==> config.mk <==
export PLATFORM = sky130hd
export DESIGN_NAME = nmea_sentence_validator_top
export DESIGN_NICKNAME = d
export VERILOG_FILES = /design/src/design/nsv_pkg.sv /design/src/design/nsv_front.sv /design/src/design/nsv_queue.sv /design/src/design/nsv_back.sv /design/src/design/nmea_sentence_validator_top.sv
export SDC_FILE = /design/constraint.sdc
export NUM_CORES = 1
export LEC_CHECK = 0
export BUFFER_PORTS_ARGS = -buffer_cell sky130_fd_sc_hd__buf_4
export CORE_UTILIZATION = 30
export DETAILED_ROUTE_END_ITERATION = 8
export PLACE_DENSITY = 0.55
export SYNTH_ARGS = -nofsm -noshare
export SYNTH_HDL_FRONTEND = slang
export SYNTH_HIERARCHICAL = 1
export SYNTH_SLANG_ARGS = --single-unit
==> constraint.sdc <==
create_clock -name i_clk -period 4.4 [get_ports i_clk]
set_clock_uncertainty 0.1 [all_clocks]
set_input_delay 0.22 -clock i_clk [delete_from_list [all_inputs] [get_ports i_clk]]
set_output_delay 0.22 -clock i_clk [all_outputs]
set_load 0.05 [all_outputs]
==> src/design/nsv_pkg.sv <==
// Shared types and constants for the NMEA sentence validator.
// No dependencies; imported by every module of the block.
package nsv_pkg;

    localparam int MAX_LINE_DEF = 128;
    localparam int QUEUE_DEPTH  = 2;

    // Line status codes
    localparam logic [1:0] ST_IGNORED  = 2'd0;
    localparam logic [1:0] ST_BAD_SUM  = 2'd1;
    localparam logic [1:0] ST_BAD_TYPE = 2'd2;
    localparam logic [1:0] ST_VALID    = 2'd3;

    // Sentence kinds
    localparam logic [1:0] KIND_OTHER = 2'd0;
    localparam logic [1:0] KIND_GGA   = 2'd1;
    localparam logic [1:0] KIND_GSV   = 2'd2;
    localparam logic [1:0] KIND_RMC   = 2'd3;

    localparam logic [23:0] TXT_GGA = 24'h474741;
    localparam logic [23:0] TXT_GSV = 24'h475356;
    localparam logic [23:0] TXT_RMC = 24'h524D43;

    // One framed line handed from front to back
    typedef struct packed {
        logic [1:0]  status;
        logic [23:0] text;
        logic [1:0]  len;
        logic [31:0] bytes;
    } t_line;

endpackage

==> src/design/nsv_front.sv <==
// Front end: frames received bytes into lines, runs the checksum and type scan.
// Depends on nsv_pkg; pushes one t_line per LF into the line queue.
module nsv_front
    import nsv_pkg::*;
#(
    parameter int MAX_LINE = MAX_LINE_DEF
) (
    input  logic        i_clk,
    input  logic        i_rst_n,
    input  logic        i_byte_valid,
    output logic        o_byte_ready,
    input  logic [7:0]  i_byte,
    input  logic        i_full,
    output logic        o_push,
    output t_line       o_line
);

    localparam int LEN_W = $clog2(MAX_LINE + 1);
    localparam logic [LEN_W-1:0] MAX_L = LEN_W'(MAX_LINE);

    localparam logic [2:0] PH_SKIP   = 3'd0;
    localparam logic [2:0] PH_BODY   = 3'd1;
    localparam logic [2:0] PH_DIGITS = 3'd2;
    localparam logic [2:0] PH_TAIL   = 3'd3;
    localparam logic [2:0] PH_IGNORE = 3'd4;

    localparam logic [7:0] CH_CR     = 8'h0D;
    localparam logic [7:0] CH_LF     = 8'h0A;
    localparam logic [7:0] CH_DOLLAR = 8'h24;
    localparam logic [7:0] CH_STAR   = 8'h2A;
    localparam logic [7:0] CH_COMMA  = 8'h2C;

    logic [LEN_W-1:0] r_len, n_len;
    logic [2:0]       r_phase, n_phase;
    logic [7:0]       r_xor, n_xor;
    logic             r_hex_cnt, n_hex_cnt;
    logic [7:0]       r_hex, n_hex;
    logic             r_hex_err, n_hex_err;
    logic             r_first, n_first;
    logic [23:0]      r_type, n_type;
    logic [1:0]       r_tcnt, n_tcnt;
    logic [31:0]      r_bytes, n_bytes;

    logic             acc;
    logic [23:0]      masked;
    logic             type_ok;

    function automatic logic is_blank(input logic [7:0] c);
        return c == 8'h20 || c == 8'h09 || c == 8'h0B || c == 8'h0C;
    endfunction

    function automatic logic is_type_char(input logic [7:0] c);
        return (c >= 8'h41 && c <= 8'h5A) || (c >= 8'h30 && c <= 8'h39);
    endfunction

    // bit 4 flags a non-hex character
    function automatic logic [4:0] hex_val(input logic [7:0] c);
        logic [4:0] v;
        v = 5'h10;
        if (c >= 8'h30 && c <= 8'h39)      v = {1'b0, 4'(c - 8'h30)};
        else if (c >= 8'h41 && c <= 8'h46) v = {1'b0, 4'(c - 8'h37)};
        else if (c >= 8'h61 && c <= 8'h66) v = {1'b0, 4'(c - 8'h57)};
        return v;
    endfunction

    assign acc          = i_byte_valid && !i_full;
    assign o_byte_ready = !i_full;

    // Type characters that actually belong to the line
    always_comb begin
        case (r_tcnt)
            2'd3:    masked = r_type;
            2'd2:    masked = {8'h00, r_type[15:0]};
            2'd1:    masked = {16'h0000, r_type[7:0]};
            default: masked = 24'h0;
        endcase
        type_ok = 1'b1;
        for (int i = 0; i < 3; i++) begin
            if (i < int'(r_tcnt) && !is_type_char(masked[8*i +: 8])) type_ok = 1'b0;
        end
    end

    // Result for a line ending on this beat
    always_comb begin
        o_line.bytes  = r_bytes + 32'd1;
        o_line.status = ST_IGNORED;
        o_line.text   = 24'h0;
        o_line.len    = 2'd0;
        if (r_phase == PH_SKIP || r_phase == PH_IGNORE) begin
            o_line.status = ST_IGNORED;
        end else if (r_phase != PH_TAIL || r_hex_err || r_hex != r_xor) begin
            o_line.status = ST_BAD_SUM;
        end else if (r_tcnt == 2'd0) begin
            o_line.status = ST_IGNORED;
        end else begin
            o_line.text   = masked;
            o_line.len    = r_tcnt;
            o_line.status = type_ok ? ST_VALID : ST_BAD_TYPE;
        end
    end

    always_comb begin
        logic [4:0] hv;
        hv        = hex_val(i_byte);
        n_len     = r_len;
        n_phase   = r_phase;
        n_xor     = r_xor;
        n_hex_cnt = r_hex_cnt;
        n_hex     = r_hex;
        n_hex_err = r_hex_err;
        n_first   = r_first;
        n_type    = r_type;
        n_tcnt    = r_tcnt;
        n_bytes   = r_bytes;
        o_push    = 1'b0;
        if (acc) begin
            n_bytes = r_bytes + 32'd1;
            if (i_byte != CH_CR) begin
                if (i_byte != CH_LF && r_len < MAX_L) begin
                    n_len = r_len + LEN_W'(1);
                    unique case (r_phase)
                        PH_SKIP: begin
                            if (!is_blank(i_byte))
                                n_phase = (i_byte == CH_DOLLAR) ? PH_BODY : PH_IGNORE;
                        end
                        PH_BODY: begin
                            if (i_byte == CH_STAR) begin
                                n_phase = PH_DIGITS;
                            end else begin
                                n_xor = r_xor ^ i_byte;
                                if (r_first) begin
                                    if (i_byte == CH_COMMA) begin
                                        n_first = 1'b0;
                                    end else begin
                                        n_type = {r_type[15:0], i_byte};
                                        if (r_tcnt != 2'd3) n_tcnt = r_tcnt + 2'd1;
                                    end
                                end
                            end
                        end
                        PH_DIGITS: begin
                            if (hv[4]) n_hex_err = 1'b1;
                            else       n_hex = {r_hex[3:0], hv[3:0]};
                            n_hex_cnt = 1'b1;
                            if (r_hex_cnt) n_phase = PH_TAIL;
                        end
                        default: ;
                    endcase
                end else begin
                    // LF closes the line; an overlong line is dropped with this beat
                    o_push    = (i_byte == CH_LF);
                    n_len     = '0;
                    n_phase   = PH_SKIP;
                    n_xor     = 8'h0;
                    n_hex_cnt = 1'b0;
                    n_hex     = 8'h0;
                    n_hex_err = 1'b0;
                    n_first   = 1'b1;
                    n_type    = 24'h0;
                    n_tcnt    = 2'd0;
                end
            end
        end
    end

    always_ff @(posedge i_clk) begin
        if (!i_rst_n) begin
            r_len     <= '0;
            r_phase   <= PH_SKIP;
            r_xor     <= 8'h0;
            r_hex_cnt <= 1'b0;
            r_hex     <= 8'h0;
            r_hex_err <= 1'b0;
            r_first   <= 1'b1;
            r_type    <= 24'h0;
            r_tcnt    <= 2'd0;
            r_bytes   <= 32'h0;
        end else begin
            r_len     <= n_len;
            r_phase   <= n_phase;
            r_xor     <= n_xor;
            r_hex_cnt <= n_hex_cnt;
            r_hex     <= n_hex;
            r_hex_err <= n_hex_err;
            r_first   <= n_first;
            r_type    <= n_type;
            r_tcnt    <= n_tcnt;
            r_bytes   <= n_bytes;
        end
    end

    a_len_bound: assert property (@(posedge i_clk) disable iff (!i_rst_n)
        r_len <= MAX_L)
        else $error("line length past limit");

    a_digits_phase: assert property (@(posedge i_clk) disable iff (!i_rst_n)
        r_hex_cnt |-> (r_phase == PH_DIGITS || r_phase == PH_TAIL))
        else $error("hex digit count outside checksum phase");

endmodule

==> src/design/nsv_queue.sv <==
// Short line queue between front and back so each side can stall alone.
// Depends on nsv_pkg for t_line and QUEUE_DEPTH.
module nsv_queue
    import nsv_pkg::*;
(
    input  logic  i_clk,
    input  logic  i_rst_n,
    input  logic  i_push,
    input  t_line i_line,
    output logic  o_full,
    input  logic  i_pop,
    output logic  o_valid,
    output t_line o_line
);

    localparam int PTR_W = $clog2(QUEUE_DEPTH);
    localparam int CNT_W = $clog2(QUEUE_DEPTH + 1);

    t_line              r_mem [QUEUE_DEPTH];
    logic [PTR_W-1:0]   r_wr, r_rd;
    logic [CNT_W-1:0]   r_cnt;
    logic               do_push, do_pop;

    assign o_full  = r_cnt == CNT_W'(QUEUE_DEPTH);
    assign o_valid = r_cnt != '0;
    assign o_line  = r_mem[r_rd];
    assign do_push = i_push && !o_full;
    assign do_pop  = i_pop && o_valid;

    always_ff @(posedge i_clk) begin
        if (do_push) r_mem[r_wr] <= i_line;
    end

    always_ff @(posedge i_clk) begin
        if (!i_rst_n) begin
            r_wr  <= '0;
            r_rd  <= '0;
            r_cnt <= '0;
        end else begin
            if (do_push)
                r_wr <= (r_wr == PTR_W'(QUEUE_DEPTH - 1)) ? '0 : r_wr + PTR_W'(1);
            if (do_pop)
                r_rd <= (r_rd == PTR_W'(QUEUE_DEPTH - 1)) ? '0 : r_rd + PTR_W'(1);
            r_cnt <= r_cnt + CNT_W'(do_push) - CNT_W'(do_pop);
        end
    end

    a_cnt_bound: assert property (@(posedge i_clk) disable iff (!i_rst_n)
        r_cnt <= CNT_W'(QUEUE_DEPTH))
        else $error("queue overfilled");

endmodule

==> src/design/nsv_back.sv <==
// Back end: classifies the sentence kind, keeps the good/bad counters and
// holds the output register. Depends on nsv_pkg.
module nsv_back
    import nsv_pkg::*;
(
    input  logic        i_clk,
    input  logic        i_rst_n,
    input  logic        i_line_valid,
    input  t_line       i_line,
    output logic        o_pop,
    output logic        o_valid,
    input  logic        i_ready,
    output logic [1:0]  o_status,
    output logic [1:0]  o_kind,
    output logic [23:0] o_text,
    output logic [1:0]  o_len,
    output logic [31:0] o_good,
    output logic [31:0] o_bad,
    output logic [31:0] o_bytes
);

    logic        r_valid;
    logic [1:0]  r_status, r_kind, r_len;
    logic [23:0] r_text;
    logic [31:0] r_good, r_bad, r_bytes;
    logic [1:0]  kind;

    assign o_pop = i_line_valid && (!r_valid || i_ready);

    always_comb begin
        kind = KIND_OTHER;
        if (i_line.status == ST_VALID && i_line.len == 2'd3) begin
            if (i_line.text == TXT_GGA)      kind = KIND_GGA;
            else if (i_line.text == TXT_GSV) kind = KIND_GSV;
            else if (i_line.text == TXT_RMC) kind = KIND_RMC;
        end
    end

    always_ff @(posedge i_clk) begin
        if (!i_rst_n) begin
            r_valid <= 1'b0;
            r_good  <= 32'h0;
            r_bad   <= 32'h0;
        end else begin
            if (o_pop) begin
                r_valid <= 1'b1;
                if (i_line.status == ST_VALID) r_good <= r_good + 32'd1;
                if (i_line.status == ST_BAD_SUM || i_line.status == ST_BAD_TYPE)
                    r_bad <= r_bad + 32'd1;
            end else if (i_ready) begin
                r_valid <= 1'b0;
            end
        end
    end

    always_ff @(posedge i_clk) begin
        if (o_pop) begin
            r_status <= i_line.status;
            r_kind   <= kind;
            r_text   <= i_line.text;
            r_len    <= i_line.len;
            r_bytes  <= i_line.bytes;
        end
    end

    assign o_valid  = r_valid;
    assign o_status = r_status;
    assign o_kind   = r_kind;
    assign o_text   = r_text;
    assign o_len    = r_len;
    assign o_good   = r_good;
    assign o_bad    = r_bad;
    assign o_bytes  = r_bytes;

    a_good_step: assert property (@(posedge i_clk) disable iff (!i_rst_n)
        o_pop && i_line.status == ST_VALID |=> r_good == $past(r_good) + 32'd1)
        else $error("good counter missed a valid sentence");

    a_counters_hold: assert property (@(posedge i_clk) disable iff (!i_rst_n)
        !o_pop |=> $stable(r_good) && $stable(r_bad))
        else $error("counter moved without a line");

    a_kind_valid: assert property (@(posedge i_clk) disable iff (!i_rst_n)
        r_valid && r_status != ST_VALID |-> r_kind == KIND_OTHER)
        else $error("kind set on a non-valid sentence");

endmodule

==> src/design/nmea_sentence_validator_top.sv <==
// NMEA sentence validator: takes one received character per beat and returns
// one result beat per LF. The front scanner accepts a byte every cycle while the
// line queue is not full. A line result passes a two-entry line queue and from
// there is loaded into the output register, which it leaves once accepted.
// Sustained rate is one byte per cycle while the queue has room. Every input byte
// stalls while the queue is full, i.e. when a held result sits in the output
// register with two more line results queued behind it.
// Depends on nsv_pkg, nsv_front, nsv_queue and nsv_back.
module nmea_sentence_validator_top
    import nsv_pkg::*;
#(
    parameter int MAX_LINE = MAX_LINE_DEF
) (
    input  logic         i_clk,
    input  logic         i_rst_n,
    input  logic         i_s_axis_tvalid,
    output logic         o_s_axis_tready,
    input  logic [7:0]   i_s_axis_tdata,  // [7:0] rx_byte
    output logic         o_m_axis_tvalid,
    input  logic         i_m_axis_tready,
    // [1:0] line_status, [3:2] sentence_kind, [27:4] type_text, [29:28] type_length,
    // [61:30] good_count, [93:62] bad_count, [125:94] bytes_seen, [127:126] zero
    output logic [127:0] o_m_axis_tdata
);

    logic        push, full, pop, q_valid;
    t_line       f_line, q_line;
    logic [1:0]  status, kind, len;
    logic [23:0] text;
    logic [31:0] good, bad, bytes;

    nsv_front #(.MAX_LINE(MAX_LINE)) u_front (
        .i_clk        (i_clk),
        .i_rst_n      (i_rst_n),
        .i_byte_valid (i_s_axis_tvalid),
        .o_byte_ready (o_s_axis_tready),
        .i_byte       (i_s_axis_tdata),
        .i_full       (full),
        .o_push       (push),
        .o_line       (f_line)
    );

    nsv_queue u_queue (
        .i_clk   (i_clk),
        .i_rst_n (i_rst_n),
        .i_push  (push),
        .i_line  (f_line),
        .o_full  (full),
        .i_pop   (pop),
        .o_valid (q_valid),
        .o_line  (q_line)
    );

    nsv_back u_back (
        .i_clk        (i_clk),
        .i_rst_n      (i_rst_n),
        .i_line_valid (q_valid),
        .i_line       (q_line),
        .o_pop        (pop),
        .o_valid      (o_m_axis_tvalid),
        .i_ready      (i_m_axis_tready),
        .o_status     (status),
        .o_kind       (kind),
        .o_text       (text),
        .o_len        (len),
        .o_good       (good),
        .o_bad        (bad),
        .o_bytes      (bytes)
    );

    assign o_m_axis_tdata = {2'b00, bytes, bad, good, len, text, kind, status};

endmodule

==> Word-level counts from Yosys, hierarchy flattened <==
Memories as Yosys holds them, arrays and structs flattened. A register that Yosys moved wholly into a read port is not among the register bits.
Cells that the tools add are included.
{ "word_totals": {"ram_bits": 120, "mem_count": 1, "mem_bits_ro": 0, "latch_bits": 0, "register_bits": 219, "wordCells": 209} }
{ "classes": {"n_shift": 0, "n_mux": 62, "bitwise_logic": 2, "n_mul": 0, "n_eq_ne": 39, "reduce_logical": 49, "addsub": 12, "order_cmp": 22, "div": 0} }
{ "memory_table": {"columns": ["name", "depth", "word_bits", "read_ports", "rd_ports_with_merged_regs", "write_ports", "line", "rtl"], "rows": [
  ["u_queue.r_mem", 2, 60, 1, 1, 1, "nsv_queue.sv:19", "t_line r_mem [QUEUE_DEPTH];"]
]} }
{ "ops": {"columns": ["cell", "n"], "rows": [
  ["24-bit 2-to-1 mux", 5],
  ["32-bit by 1-bit adder with 32-bit output (second input constant)", 3],
  ["26-bit 2-to-1 mux", 3],
  ["24-bit by 23-bit equality test with 1-bit output (second input constant)", 3],
  ["24-bit case mux with 3 select lines", 1],
  ["8-bit 2-to-1 mux", 7],
  ["8-bit by 7-bit >= comparator with 1-bit output (second input constant)", 5],
  ["8-bit by 7-bit <= comparator with 1-bit output (second input constant)", 5],
  ["8-bit by 4-bit equality test with 1-bit output (second input constant)", 4],
  ["8-bit by 6-bit equality test with 1-bit output (second input constant)", 4],
  ["8-bit by 6-bit >= comparator with 1-bit output (second input constant)", 4],
  ["8-bit by 6-bit <= comparator with 1-bit output (second input constant)", 4],
  ["1-bit 2-to-1 mux", 26],
  ["2-bit 2-to-1 mux", 11],
  ["1-bit logical AND", 18],
  ["8-bit by 4-bit inequality test with 1-bit output (second input constant)", 2],
  ["3-bit 2-to-1 mux", 5],
  ["5-bit 2-to-1 mux", 3],
  ["2-bit inequality test (second input constant)", 7],
  ["2-bit equality test (second input constant)", 6],
  ["4-bit AND reduction", 3],
  ["6-bit AND reduction", 2],
  ["1-bit logical OR", 11],
  ["3-bit case mux with 3 select lines", 1],
  ["other kinds (29)", 43]
]} }

==> Depth between registers and ports, before layout <==
{ "logic_depth": {"word_depth": 14, "mapped_depth": 15} }

==> Modules after synthesis <==
Netlist, hierarchy kept.
{ "by_module_without_submodules": {"columns": ["mod", "cells_each", "n_inst", "area_each_um2", "seq_area_each_um2"], "rows": [
  ["nsv_back", 441, 1, 5014.8, 3163.0],
  ["nsv_front", 584, 1, 4959.8, 1761.7],
  ["nsv_queue", 214, 1, 4872.2, 3703.6],
  ["nmea_sentence_validator_top", 3, 1, 18.8, 0.0]
]} }

==> Worst setup path after synthesis <==
OpenSTA, ideal clock, no wires.
{ "synth_timing": {"path_type": "reg2reg", "from": "register u_queue.r_cnt[0]", "to": "memory u_queue/r_mem[0][0] (netlist name) (enable)", "path_stages_with_launch": 11, "setup_time_ns": 0.478, "synth_period_minus_slack_ns": 4.755, "n_path_buf": 3, "required_time_ns": 3.822, "slack_ns": -0.355, "arrival_time_ns": 4.176, "path_cell_list": "dfxtp_1 > nand2b_1 > inv_1 > nor2b_1 > clkbuf_2 > o31a_1 > clkbuf_1 > buf_2 > and3_1 > nand2_1 > nor2_1"} }
{ "synth_between": {"elab_chain_cells": 7} }
{ "synth_lines": {"columns": ["element", "line", "rtl"], "rows": [
  ["from (decl)", "nsv_queue.sv:21", "logic [CNT_W-1:0] r_cnt;"],
  ["from (signal assigned)", "nsv_queue.sv:44", "r_cnt <= r_cnt + CNT_W'(do_push) - CNT_W'(do_pop);"],
  ["2-bit equality test", "nsv_queue.sv:24", "assign o_full = r_cnt == CNT_W'(QUEUE_DEPTH);"],
  ["named net full", "nmea_sentence_validator_top.sv:26", "logic push, full, pop, q_valid;"],
  ["1-bit logical NOT", "nsv_front.sv:66", "assign acc = i_byte_valid && !i_full;"],
  ["1-bit logical AND", "nsv_front.sv:66", null],
  ["1-bit 2-to-1 mux", "nsv_front.sv:116", "if (acc) begin"],
  ["named net push", "nmea_sentence_validator_top.sv:26", null],
  ["1-bit logical AND", "nsv_queue.sv:27", "assign do_push = i_push && !o_full;"],
  ["1-bit 2-to-1 mux", "nsv_queue.sv:31", "if (do_push) r_mem[r_wr] <= i_line;"],
  ["1-bit 2-to-1 mux (implied by the code)", "nsv_queue.sv:31", null],
  ["to (decl)", "nsv_queue.sv:19", null]
]} }
The timed path passes the listed nets, and every way through them passes these cells.

==> impl_metrics.py <==
metrics = {
    "run_status": {
        "outcome": "complete, no violations",
    },
    "synthesis": {
        "synth-seq-cells": 340,
        "yosys_most_used_dff": "edfxtp_1",
        "syn-cell-area_um2": 14900,
        "yosysSeqAreaShare_pct": 58.0,
        "synth_cell_types": 78,
        "synth_area_leader_cell": "edfxtp_1",
        "async_flop_share_pct": 0,
        "synth_area_leaders": "edfxtp_1 37%, dfxtp_1 21%, mux2_4 6.1%",
        "synth_top_area_share_pct": 36.8,
        "synth-warning-count": 6,
        "synth.avg_cell_area_um2": 12.0,
        "synth_cells": 1242,
        "synth_edf_count": 182,
    },
    "global_route": {
        "grt_max_degree": 63,
        "grt_pass1_wl_mm": 53.0,
        "grt_usage_pct": 13.3,
        "grt_overflow": 0,
        "grt_pass1_vias": 9544,
        "grt_antenna_before_repair": 0,
    },
    "clock_network": {
        "htreeDepth": 2,
        "cts_root_buf": "clkbuf_16",
        "clockBufferDepth": 3,
        "cts_inserted_buffers": 39,
        "cts_resized": 0,
        "cts_tree": "built",
        "cts.sinks": 340,
        "clkLatencyLatePin_ps": 560,
        "clkSlewWorstSetupHoldPaths_ps": 60,
    },
    "sta": {
        "clock.fmax_mhz": 343,
        "setup_viol": 0,
        "setup_tns_ps": 0,
        "worst_slew_pin_slew_ps": 1020,
        "min_period_ps": 2920,
        "drv_slew": 0,
        "hold_viol": 0,
        "slew_headroom_pct": 31.2,
        "fin_ws_ps": 1480,
        "rsz0062_at_grt": "false",
        "period_share_pct": 66.3,
    },
    "worst_hold_path": {
        "hold_class": "in -> reg",
    },
    "worst_setup_path": {
        "cp_common_cell": "nor4_1",
        "crit_path_max_fanout": 15,
        "crit_path_start_kind": "flip-flop",
        "worstPathCellList": "mux2_4 > ha_1 > nand2_1 > nor4_1 > nand3_1 > nor4_1 > o21bai_1",
        "cp_slowest_cell": "nor4_1",
        "crit_arrival_ps": 3290,
        "worst_path_largest_cell_delay_ps": 760,
        "cp-end-kind": "flip-flop",
        "setup.worst_path.class": "reg -> reg",
        "critPathRequiredTime_ps": 4780,
    },
    "routing": {
        "drc": 0,
        "via_per_inst": 4.73,
        "wl_met1_mm": 16.2,
        "num_vias": 9863,
        "wl_met2_mm": 15.2,
        "ant_nets": 0,
        "routed.top_layer": "met4",
        "dr.pass1.iters": 5,
        "drt_iter0_markers": 644,
        "met3WireLength_mm": 1.46,
        "routed_wl_mm": 33.7,
        "wire_per_inst_um": 16.2,
    },
    "placement": {
        "placed_cells": 2004,
        "gp_congestion": 0.829,
        "preCtsSetupSlack_ps": 1530,
        "port_buffers": 139,
        "dp_hpwl_mm": 22.8,
    },
    "job": {
        "drv_cap": 0,
    },
    "power": {
        "vdd_drop_max_mv": 0.216,
        "power_w": 0.00684,
        "power_density_nw_per_um2": 381,
        "p_leak_nw": 6.50,
    },
    "cells_and_area": {
        "drive_gt1_share_pct": 21.0,
        "n_fill_cell": 4724,
        "area_growth_pct": 20.8,
        "nets": 1419,
        "final-instance-count-excl-fill": 2085,
        "insertedDiodeCount": 0,
    },
    "floorplanning": {
        "initial_utilization_pct": 30.4,
        "fp.dieW_um": 225,
        "rows": 81,
        "die_h_um": 225,
        "dieArea_um2": 50400,
        "ios": 142,
        "coreArea_um2": 49000,
    },
}
-- cell usage in the layout, fill, tap and decap left out, types with 23 or more instances in the layout --
cell type,count
edfxtp_1,182
dfxtp_1,157
buf_4,149
nor2_1,113
nand2_1,91
mux2_4,60
xor2_1,59
xnor2_1,56
nand3_1,51
clkbuf_16,39
nand4_1,39
a21oi_1,39
a22o_1,34
and2_1,28
nor3_1,27
inv_1,26
and3_1,23
-- where the power goes --
part / switching (W) / internal [W] / leakage [nW] / total, W
Combinational: 0.0000806 / 0.0000352 / 2.82 / 0.000116
Sequential: 0.00000525 / 0.00332 / 3.02 / 0.00332
Clock: 0.00130 / 0.00210 / 0.661 / 0.00340
Total: 0.00138 / 0.00545 / 6.50 / 0.00684
-- registers in the layout (all words and copies together), names as in the netlist, 2 cells and up, named ones only --
register and count:
u_front/r_phase 3, u_back/o_bytes 32, u_front/r_bytes 32, u_back/o_good 32
u_back/o_kind 2, u_front/r_xor 8, u_back/o_bad 32, u_front/r_len 8
u_back/o_status 2, u_queue/r_mem 120, u_front/r_tcnt 2, u_front/r_hex 8
u_queue/r_cnt 2, u_back/o_len 2, u_back/o_text 24, u_front/r_type 24
-- area by class of cell --
cell class | count | area [µm²] | area share, %
multi-input cells | 823 | 5790 | 32.2
inverters | 27 | 101 | 0.565
flip-flops and latches | 340 | 8630 | 48.1
clock buffers | 55 | 1100 | 6.11
well taps | 664 | 831 | 4.63
clock inverters | 16 | 265 | 1.48
repair buffers | 160 | 1240 | 6.90
-- final timing paths --
check / from / end / slack, ps / depth (start not counted)
setup / recovery: flip-flop / u_back/o_bad[21]$_SDFFE_PN0P_ / 1480 / 7
hold / removal: i_s_axis_tvalid / u_front/r_bytes[1]$_SDFFE_PN0P_ / 120 / 4
hold reg to reg: u_front/r_first$_SDFFE_PN1P_ / u_front/r_first$_SDFFE_PN1P_ / 350 / 2
setup reg to reg: flip-flop / u_back/o_bad[21]$_SDFFE_PN0P_ / 1480 / 7
-- metrics by stage --
step / utilization, % / area, µm² / hold WS, ps
finish: 36.7 / 18000 / 117
global route: 36.7 / 18000 / 105
CTS: 36.7 / 18000 / 92.4
detailed placement: 33.7 / 16500 / 347
global placement: 33.7 / 16500 / 349
floorplan: - / 14900 / 242
-- layer usage --
metal | vias up | track usage, %
met5 | - | 0
met2 | 204 | 20.9
met4 | 0 | 4.72
li1 | 4804 | -
met1 | 4796 | 18.3
met3 | 59 | 2.40
-- worst max-delay path, delay by kind of cell, from the launching register on --
family	cells	cell delay [ps]
AOI/OAI and AO/OA	1	140
muxes	1	340
DFF	1	550
adders and majority gates	1	330
and+or+nand+nor	4	1370
-- Yosys cell counts, types with 4 or more instances --
| library cell | n |
|---|---|
| edfxtp_1 | 182 |
| dfxtp_1 | 158 |
| nor2_1 | 114 |
| nand2_1 | 91 |
| mux2_4 | 60 |
| xor2_1 | 59 |
| xnor2_1 | 56 |
| nand3_1 | 51 |
| a21oi_1 | 39 |
| nand4_1 | 39 |
| a22o_1 | 34 |
| and2_1 | 29 |
| nor3_1 | 27 |
| inv_1 | 26 |
| and3_1 | 24 |
| clkbuf_1 | 23 |
| o21ai_0 | 20 |
| or3_1 | 19 |
| nor4_1 | 17 |
| ha_1 | 16 |
| buf_2 | 11 |
| and4_1 | 10 |
| nand2b_1 | 10 |
| o31ai_1 | 10 |
| mux2i_1 | 9 |
| nor2b_1 | 8 |
| o211ai_1 | 8 |
| or4_1 | 8 |
| buf_12 | 6 |
| buf_1 | 5 |
| o21bai_1 | 5 |
| a21o_1 | 4 |
-- kinds of logic (layout without fill, tap and decap cells) --
family	count (synthesis)	in the layout	synth area share [%]
multiplexers	70	70	6.74
XOR/XNOR	115	115	6.78
buffers and inverters	80	258	3.13
AO/OA/AOI/OAI	142	142	6.89
adder cells (fa/ha/maj)	16	16	1.35
flip-flops	340	340	58.0
other	1	2	0.0252
AND/OR/NAND/NOR	478	478	17.1
-- repair_timing --
item                      in CTS  in global routing
hold endpoints to repair      33                  0
hold buffers                  10                  0
setup buffers                  0                  0
(Power assumes the default switching activity.)
